**config.mk**
```make
export PLATFORM = sky130hd
export DESIGN_NAME = sync_length_end_frame_receiver
export DESIGN_NICKNAME = d
export VERILOG_FILES = /design/src/slefr_pkg.sv /design/src/sync_length_end_frame_receiver.sv
export SDC_FILE = /design/constraint.sdc
export NUM_CORES = 1
export LEC_CHECK = 0
export ABC_CLOCK_PERIOD_IN_PS = 7460
export BUFFER_PORTS_ARGS = -buffer_cell sky130_fd_sc_hd__buf_2
export CORE_UTILIZATION = 44
export CTS_CLUSTER_DIAMETER = 50
export DETAILED_ROUTE_END_ITERATION = 12
export PLACE_DENSITY = 0.66
export SKIP_LAST_GASP = 1
export SLEW_MARGIN = 20
export SYNTH_ARGS = -nofsm -noshare
export SYNTH_HDL_FRONTEND = slang
export SYNTH_SLANG_ARGS = --single-unit
```
**constraint.sdc**
```tcl
create_clock -name aclk -period 7.46 [get_ports aclk]
set_input_delay 0 -clock aclk [delete_from_list [all_inputs] [get_ports aclk]]
set_output_delay 0 -clock aclk [all_outputs]
set_load 0.05 [all_outputs]
```
**src/slefr_pkg.sv**
```systemverilog
// Shared types and constants for the sync/length/end frame receiver.
// Depends on nothing; imported by the receiver and its checker.
package slefr_pkg;

    // Framing bytes and fixed overhead (two sync, two length, one end byte)
    localparam logic [7:0] SYNC_A   = 8'hA5;
    localparam logic [7:0] SYNC_B   = 8'h5A;
    localparam logic [7:0] END_MARK = 8'h96;
    localparam int unsigned OVERHEAD = 5;

    // Configuration registers
    localparam int unsigned CFG_IDX_W  = 1;
    localparam int unsigned CFG_DATA_W = 16;
    localparam logic [CFG_IDX_W-1:0] CFG_TIMEOUT_TICKS = 1'd0;
    localparam logic [CFG_IDX_W-1:0] CFG_MAX_FRAME_LEN = 1'd1;
    localparam logic [15:0] TIMEOUT_RESET = 16'd300;
    localparam logic [11:0] MAX_LEN_RESET = 12'd2048;

    // Input item kinds
    localparam logic FUNC_BYTE = 1'b0;
    localparam logic FUNC_IDLE = 1'b1;

    // Receiver phases
    typedef enum logic [2:0] {
        PH_HUNT1 = 3'd0,
        PH_HUNT2 = 3'd1,
        PH_LEN1  = 3'd2,
        PH_LEN2  = 3'd3,
        PH_DATA  = 3'd4,
        PH_END   = 3'd5
    } phase_t;

    // Result event codes
    typedef enum logic [2:0] {
        EV_NONE    = 3'd0,
        EV_TAKEN   = 3'd1,
        EV_DONE    = 3'd2,
        EV_BADLEN  = 3'd3,
        EV_BADEND  = 3'd4,
        EV_TIMEOUT = 3'd5
    } event_t;

    // Input transaction payload
    typedef struct packed {
        logic       func;
        logic [7:0] rx_byte;
    } in_item_t;

    // Result transaction payload
    typedef struct packed {
        logic [2:0]  event_res;
        logic        store_byte;
        logic [10:0] byte_index;
        logic [7:0]  byte_value;
        logic [15:0] frame_length;
    } out_item_t;

endpackage

```
**src/sync_length_end_frame_receiver.sv**
```systemverilog
// Top level of the sync/length/end frame receiver: framing state machine
// and result register. Depends on slefr_pkg.
//
// The receiver takes one transaction per clock while s_ready is high, either a
// received byte or an idle tick, and gives exactly one result transaction for
// each. Each result appears in the cycle after its input is taken and sits in
// the output register until m_ready; s_ready stays high while that register is
// empty or being drained, so a stream with m_ready held high runs at one item
// per clock and the output register alone sets that rate. It hunts for A5 5A,
// reads a little-endian total length, rejects lengths below 5 or above the
// smaller of max_frame_length and MAX_FRAME, passes the payload and checks the
// 0x96 end byte. Every byte belonging to a frame is reported with its buffer
// index (low 11 bits of the position). Idle ticks outside hunting count toward
// timeout_ticks. Configuration must be written by the user only while no
// transaction is in flight, through cfg_wr_en/cfg_index/cfg_wdata; not enforced.
module sync_length_end_frame_receiver #(
    parameter int unsigned MAX_FRAME = 2048
) (
    input  logic                                 aclk,
    input  logic                                 aresetn,
    input  logic                                 s_valid,
    output logic                                 s_ready,
    input  slefr_pkg::in_item_t                  s_data,
    output logic                                 m_valid,
    input  logic                                 m_ready,
    output slefr_pkg::out_item_t                 m_data,
    input  logic                                 cfg_wr_en,
    input  logic [slefr_pkg::CFG_IDX_W-1:0]      cfg_index,
    input  logic [slefr_pkg::CFG_DATA_W-1:0]     cfg_wdata
);
    import slefr_pkg::*;

    // Longest length that can pass both limits (max_frame_length is 12 bits)
    localparam int unsigned LEN_CAP = (MAX_FRAME < 4095) ? MAX_FRAME : 4095;
    localparam int unsigned CNT_W   = $clog2(LEN_CAP);
    localparam int unsigned SUM_W   = CNT_W + 2;

    logic [15:0]      timeout_ticks_reg;
    logic [11:0]      max_len_reg;
    phase_t           phase_reg, phase_next;
    logic [CNT_W-1:0] pexp_reg, pexp_next;
    logic [CNT_W-1:0] pcnt_reg, pcnt_next;
    logic [15:0]      length_reg, length_next;
    logic [15:0]      idle_reg, idle_next;
    logic             m_valid_reg;
    out_item_t        m_data_reg, m_data_next;

    logic             accept;
    logic [15:0]      idle_inc;
    logic             timeout_hit;
    logic [15:0]      len_full;
    logic             len_bad;
    logic [CNT_W-1:0] len_pay;
    logic [CNT_W-1:0] pcnt_inc;
    logic [SUM_W-1:0] data_pos;
    logic [SUM_W-1:0] end_pos;

    assign s_ready = !m_valid_reg || m_ready;
    assign accept  = s_valid && s_ready;
    assign m_valid = m_valid_reg;
    assign m_data  = m_data_reg;

    // Shared decision terms
    assign idle_inc    = idle_reg + 16'd1;
    assign timeout_hit = (idle_inc >= timeout_ticks_reg);
    assign len_full    = {s_data.rx_byte, length_reg[7:0]};
    assign len_bad     = (len_full < 16'(OVERHEAD)) || (len_full > {4'd0, max_len_reg})
                         || ({1'b0, len_full} > 17'(MAX_FRAME));
    assign len_pay     = CNT_W'(len_full - 16'(OVERHEAD));
    assign pcnt_inc    = pcnt_reg + CNT_W'(1);
    assign data_pos    = SUM_W'(pcnt_inc) + SUM_W'(3);
    assign end_pos     = SUM_W'(pcnt_reg) + SUM_W'(4);

    // Next state and counters
    always_comb begin
        phase_next  = phase_reg;
        pexp_next   = pexp_reg;
        pcnt_next   = pcnt_reg;
        length_next = length_reg;
        idle_next   = idle_reg;
        if (s_data.func == FUNC_IDLE) begin
            if (phase_reg == PH_HUNT1) begin
                idle_next = 16'd0;
            end else if (timeout_hit) begin
                idle_next  = 16'd0;
                phase_next = PH_HUNT1;
            end else begin
                idle_next = idle_inc;
            end
        end else begin
            case (phase_reg)
                PH_HUNT1: begin
                    if (s_data.rx_byte == SYNC_A) phase_next = PH_HUNT2;
                end
                PH_HUNT2: begin
                    phase_next = (s_data.rx_byte == SYNC_B) ? PH_LEN1 : PH_HUNT1;
                end
                PH_LEN1: begin
                    length_next = {8'd0, s_data.rx_byte};
                    phase_next  = PH_LEN2;
                end
                PH_LEN2: begin
                    length_next = len_full;
                    if (len_bad) begin
                        phase_next = PH_HUNT1;
                    end else begin
                        pexp_next  = len_pay;
                        pcnt_next  = '0;
                        phase_next = (len_pay == '0) ? PH_END : PH_DATA;
                    end
                end
                PH_DATA: begin
                    pcnt_next = pcnt_inc;
                    if (pcnt_inc >= pexp_reg) phase_next = PH_END;
                end
                PH_END: begin
                    phase_next = PH_HUNT1;
                    if (s_data.rx_byte == END_MARK) idle_next = 16'd0;
                end
                default: begin
                    phase_next = PH_HUNT1;
                end
            endcase
        end
    end

    // Result fields
    always_comb begin
        m_data_next              = '0;
        m_data_next.frame_length = length_next;
        if (s_data.func == FUNC_IDLE) begin
            if (phase_reg != PH_HUNT1 && timeout_hit) m_data_next.event_res = EV_TIMEOUT;
        end else begin
            case (phase_reg)
                PH_HUNT1: begin
                    if (s_data.rx_byte == SYNC_A) begin
                        m_data_next.event_res  = EV_TAKEN;
                        m_data_next.store_byte = 1'b1;
                        m_data_next.byte_index = 11'd0;
                    end
                end
                PH_HUNT2: begin
                    if (s_data.rx_byte == SYNC_B) begin
                        m_data_next.event_res  = EV_TAKEN;
                        m_data_next.store_byte = 1'b1;
                        m_data_next.byte_index = 11'd1;
                    end
                end
                PH_LEN1: begin
                    m_data_next.event_res  = EV_TAKEN;
                    m_data_next.store_byte = 1'b1;
                    m_data_next.byte_index = 11'd2;
                end
                PH_LEN2: begin
                    if (len_bad) begin
                        m_data_next.event_res = EV_BADLEN;
                    end else begin
                        m_data_next.event_res  = EV_TAKEN;
                        m_data_next.store_byte = 1'b1;
                        m_data_next.byte_index = 11'd3;
                    end
                end
                PH_DATA: begin
                    m_data_next.event_res  = EV_TAKEN;
                    m_data_next.store_byte = 1'b1;
                    m_data_next.byte_index = 11'(data_pos);
                end
                PH_END: begin
                    m_data_next.event_res  = (s_data.rx_byte == END_MARK) ? EV_DONE : EV_BADEND;
                    m_data_next.store_byte = 1'b1;
                    m_data_next.byte_index = 11'(end_pos);
                end
                default: begin
                    m_data_next.event_res = EV_NONE;
                end
            endcase
            if (m_data_next.store_byte) m_data_next.byte_value = s_data.rx_byte;
        end
    end

    // Configuration registers
    always_ff @(posedge aclk) begin
        if (!aresetn) begin
            timeout_ticks_reg <= TIMEOUT_RESET;
            max_len_reg       <= MAX_LEN_RESET;
        end else if (cfg_wr_en) begin
            case (cfg_index)
                CFG_TIMEOUT_TICKS: timeout_ticks_reg <= cfg_wdata[15:0];
                CFG_MAX_FRAME_LEN: max_len_reg       <= cfg_wdata[11:0];
                default: ;
            endcase
        end
    end

    // Advance framing state on each accepted transaction
    always_ff @(posedge aclk) begin
        if (!aresetn) begin
            phase_reg  <= PH_HUNT1;
            pexp_reg   <= '0;
            pcnt_reg   <= '0;
            length_reg <= 16'd0;
            idle_reg   <= 16'd0;
        end else if (accept) begin
            phase_reg  <= phase_next;
            pexp_reg   <= pexp_next;
            pcnt_reg   <= pcnt_next;
            length_reg <= length_next;
            idle_reg   <= idle_next;
        end
    end

    // Hold the result until taken
    always_ff @(posedge aclk) begin
        if (!aresetn) begin
            m_valid_reg <= 1'b0;
        end else if (accept) begin
            m_valid_reg <= 1'b1;
        end else if (m_ready) begin
            m_valid_reg <= 1'b0;
        end
    end

    always_ff @(posedge aclk) begin
        if (accept) begin
            m_data_reg <= m_data_next;
        end
    end

endmodule

```
==> results of run 1 <==
## critical path, stage by stage, from the launching register on
cell	delay, ps
dfxtp_1	420
ha_1	250
and3_1	210
nand3_1	190
nor3_1	570
nand3_1	170
xnor2_1	240
ha_1	280
nand4_1	110
nor3_1	80
a2111oi_0	350
nand3_1	230
or4_1	660
or2_0	250
a31oi_1	180
## what timing repair did
item | 4_1_cts | 5_1_grt
setup buffers | 0 | 0
hold buffers | 21 | 0
endpoints found under the hold margin | 33 | 0
## kinds of logic after synthesis
kind of cell / count (synthesis) / share of synthesized area (%)
AND/OR/NAND/NOR: 280 / 19.6
AO/OA/AOI/OAI: 169 / 16.9
flip-flops: 125 / 42.6
buffers and inverters: 90 / 5.40
adder cells (fa/ha/maj): 45 / 8.29
XOR/XNOR: 42 / 5.41
multiplexers: 11 / 1.77
## cell type report
cell class	instances	area (µm²)
inverters	53	199
well taps	188	235
fillers	1353	7060
multi-input cells	547	3540
repair buffers	96	596
clock inverters	12	193
clock buffers	20	437
flip-flops and latches	125	2890
## power by group
group / switching [mW] / internal, mW / leakage (nW)
sequential: 0.00577 / 0.718 / 1.09
combinational: 0.0988 / 0.0393 / 1.80
clock: 0.296 / 0.591 / 0.312
total: 0.400 / 1.35 / 3.21
## per-layer routing
layer  GRT usage [%]  vias to the layer above  wire length [µm]
met5               0                        -                 0
met4            6.38                        0               206
met3            4.93                       17               699
met2            33.1                      151              7100
met1            27.2                     2580              7620
li1                -                     2856                 -
## synth_stat cells (12+ instances only)
cell type,number
a21oi_1,69
a32o_1,12
clkbuf_1,31
dfxtp_1,86
edfxtp_1,39
ha_1,45
inv_1,46
nand2_1,124
nand3_1,22
nor2_1,51
nor3_1,15
xnor2_1,23
xor2_1,19
## path summary, 6_finish.rpt
kind | end | slack, ps
hold / removal | m_data[23] | 10
hold reg to reg | pexp_reg[3] | 450
setup reg to reg | idle_reg[9] | 3190
setup / recovery | idle_reg[9] | 3190
==> flow_summary.toml, run 1 <==
[finish]
post-route-util_pct = 53.4
layout_common_cells = "nand2_1 (124), dfxtp_1 (86), buf_2 (71)"
largest_reg_flops = 39
nets = 916
postLayoutCellArea_um2 = 8090
syn_to_final_growth_pct = 19.1
final_cells = 1041
drive_gt1_share_pct = 15.5
diodes = 0
final_common_cell = "nand2_1"

[floorplan]
core_area_um2 = 15100
dieWidth_um = 126
design.portCount = 72
die_h_um = 126
rows = 45
start_util_pct = 44.9
die_area_um2 = 15900

[synthesis]
syn-instance-count = 762
ys_warn_count = 0
ys_async_sr_fraction_pct = 0
syn_nets = 838
syn_area_um2 = 6790
ys_types = 65
synth_edf_count = 39
synth_top_area_share_pct = 25.3
synth.area.top_cells = "dfxtp_1 (25%), edfxtp_1 (17%), ha_1 (8.3%)"
synth_area_leader_cell = "dfxtp_1"
avgSynthCellArea_um2 = 8.92
ys_seq_area_share_pct = 42.6
synth_flop_cell = "dfxtp_1"
postSynthRegisterBits = 125

[timing]
hold_violations = 0
fmaxAchievable_mhz = 234
rsz0062_at_grt = "false"
tns_ps = 0
final-setup-viol-count = 0
holdWs_ps = 11.6
skew_ps = 8.07
tightest_slew_ps = 772
fin_ws_ps = 3190
fin_crit_sh_pct = 57.3
maxSlewHeadroom_pct = 47.7
period_minus_slack_ps = 4270
slew_viol_final = 0

[clock_network]
numCtsBuffers = 17
insertion_delay_ps = 420
clk_pin_slew_ps = 50
cts_repair_resize_count = 0
cts_sinks = 125
root_buffer = "clkbuf_16"
cts_htree_levels = 4
cts_buffer_depth = 2
tritoncts = "built"

[worst_setup_path]
critPathCaptureType = "flop"
r2r_cells = 14
r2r-start = "idle_reg[0]"
crit_type = "flop to flop"
worstPathRequired_ps = 7790
critPathLaunchType = "flop"
cp_max_fo = 7
critPathLaunch = "idle_reg[0]"
cp.arrival_ps = 4600

[min_path]
hold_class = "primary input to flop"
hold_start = "s_data[7]"
hold_path_depth = 2

[detailed_routing]
drc_errors = 0
drt-initial-drc-count = 472
dr.pass1.iters = 4
drt-wirelength-per-cell_um = 15.0
ant_nets = 0
vias_per_cell = 5.38
vias = 5604
routed_wl_um = 15600

[status]
outcome = "complete, no violations"

[placed_design]
place_hpwl_um = 10900
place_ws_ps = 3230
gp_congestion = 0.838
post-place-cells = 988
numPortBuffers = 71
dpl_cell_area_um2 = 7250

[power_and_ir_drop]
power_mw = 1.75
ir_worst_vdd_mv = 0.140
pwr_density_cell_nw_per_um2 = 216
p_leak_nw = 3.21

[grt]
grt_start_max_net_pins = 61
grt_pass1_vias = 5283
grt-ovfl-total = 0
grt_pass1_wl_um = 25900
antenna_found_initial = 0
grtUsageTotal_pct = 20.5

[job]
cap_violations = 0
Note: power is estimated with default switching activity, not from simulation.
==> inputs of run 2 (changes only) <==
Settings changed: ABC_CLOCK_PERIOD_IN_PS 7460 to 3800, PLACE_DENSITY 0.66 to 0.68.
Clock period 7.46 ns to 3.8 ns, I/O delays scaled along.
==> flow_summary.toml, run 2 (synthesis gave the netlist of run 1 again) <==
[worst_setup_path]
reg2reg_slack_ps = 240
slowest_delay_ps = 570
worst-path-stages = 14
critical_path.top_delay_family = "simple AND/OR/NAND/NOR gates"
critPathLaunch = "idle_reg[1]"
cp.arrival_ps = 3900
critPathCaptureType = "flop"
cp_max_fo = 7
r2r-start = "idle_reg[1]"
critPathLaunchType = "flop"
cp_common_cell = "nand3_1"
cp-endpoint = "idle_reg[9]"
crit_type = "flop to flop"
r2r_end = "idle_reg[9]"
crit_buf_inv = 0
worstPathRequired_ps = 4140
path_cells = "ha_1, and3_1, nand3_1, nor3_4, nand3_1, xnor2_2, ha_1, nand4_1, nor3_1, a2111oi_1, nand3_1, or4_4, or2_0, a31oi_1"
slowest_stage = "or4_4"
r2r_cells = 14

[floorplan]
die_h_um = 126
rows = 45
start_util_pct = 44.9
die_area_um2 = 15900
dieWidth_um = 126
core_area_um2 = 15100
design.portCount = 72

[finish]
largest_reg_flops = 39
final_common_cell = "nand2_1"
final_cells = 1053
syn_to_final_growth_pct = 20.2
nFillCells = 1385
nets = 928
postLayoutCellArea_um2 = 8170
diodes = 0
layout_common_cells = "nand2_1 (124), dfxtp_1 (86), buf_2 (71)"
drive_gt1_share_pct = 17.1

[status]
outcome = "complete, no violations"

[power_and_ir_drop]
p_leak_nw = 3.27
power_mw = 3.27
ir_worst_vdd_mv = 0.303
pwr_density_cell_nw_per_um2 = 401

[clock_network]
cts_htree_levels = 4
cts_buffer_depth = 2
root_buffer = "clkbuf_16"
tritoncts = "built"
clk_pin_slew_ps = 60
numCtsBuffers = 17
insertion_delay_ps = 420
cts_sinks = 125

[timing]
slew_viol_final = 0
hold_violations = 0
fin_crit_sh_pct = 93.7
tightest_slew_ps = 790
fmaxAchievable_mhz = 281
skew_ps = 6.73
final-setup-viol-count = 0
maxSlewHeadroom_pct = 46.5
period_minus_slack_ps = 3560
holdWs_ps = 28.4

[detailed_routing]
routed_wl_um = 16000
vias_per_cell = 5.47
vias = 5761
dr.pass1.iters = 5
drt-initial-drc-count = 456
drt-wirelength-per-cell_um = 15.2
drc_errors = 0
ant_nets = 0

[grt]
grt-ovfl-total = 0
grt_pass1_wl_um = 26400
grtUsageTotal_pct = 20.7
grt_start_max_net_pins = 56
grt_pass1_vias = 5495
antenna_found_initial = 0

[placed_design]
gp_congestion = 0.823
place_hpwl_um = 10900
numPortBuffers = 71
dpl_cell_area_um2 = 7320
post-place-cells = 998

[min_path]
hold_class = "primary input to flop"

[job]
cap_violations = 0
[run 2: what timing repair did]
action | 4_1_cts | 5_1_grt
cloned | 0 | 0
hold buffers | 22 | 0
endpoints found under the setup margin | 1 | 16
resized for setup | 1 | 6
setup buffers | 0 | 1
pin swaps | 0 | 1
hold endpoints to repair | 35 | 0
[run 2: cell type report]
| class | count | area [µm²] | area share [%] |
|---|---|---|---|
| multi-input combinational | 547 | 3570 | 43.7 |
| timing repair buffer | 108 | 688 | 8.43 |
| tap | 188 | 235 | 2.88 |
| inverter | 53 | 199 | 2.44 |
| clock inverter | 13 | 126 | 1.55 |
| sequential | 125 | 2890 | 35.4 |
| clock buffer | 19 | 454 | 5.56 |
[run 2: worst min path at each step]
stage / startpoint / to / cells after the start
5_1_grt: s_data[3] / m_data[19] / 2
2_1_floorplan: s_valid / m_valid / 2
3_3_place_gp: cfg_wdata[12] / timeout_ticks_reg[12] / 3
4_1_cts: s_data[3] / m_data[19] / 2
6_report: s_data[3] / m_data[19] / 2
3_5_place_dp: cfg_wdata[8] / timeout_ticks_reg[8] / 3
[run 2: worst reg2reg max path: cells and delay by family, from the launching register on]
kind	cells	cell delay, ps
DFF	1	370
adders and majority gates	2	500
xor gates and xnor gates	1	210
and+or+nand+nor	9	1900
AOI/OAI and AO/OA	2	500
[run 2: where the power goes]
group	internal (mW)	switching (mW)	total, mW	leakage, nW
Clock	0.949	0.630	1.58	0.275
Sequential	1.41	0.0108	1.42	1.09
Combinational	0.0793	0.196	0.275	1.90
Total	2.44	0.836	3.27	3.27
[run 2: stage by stage]
step	worst slack [ps]	TNS, ps	util (%)
6_report	240	0	53.9
5_1_grt	-13.5	-26.9	53.9
4_1_cts	101	0	53.7
3_5_place_dp	41.6	0	48.3
3_3_place_gp	131	0	48.3
2_1_floorplan	85.5	0	-
[run 2: routing by layer]
metal  wire length [µm]  global-route usage, %  up-vias
met5                  0                      0        -
met4                246                   7.30        0
met3                775                   4.97       26
met2               7370                   33.1      167
met1               7580                   27.2     2691
li1                   -                      -     2877
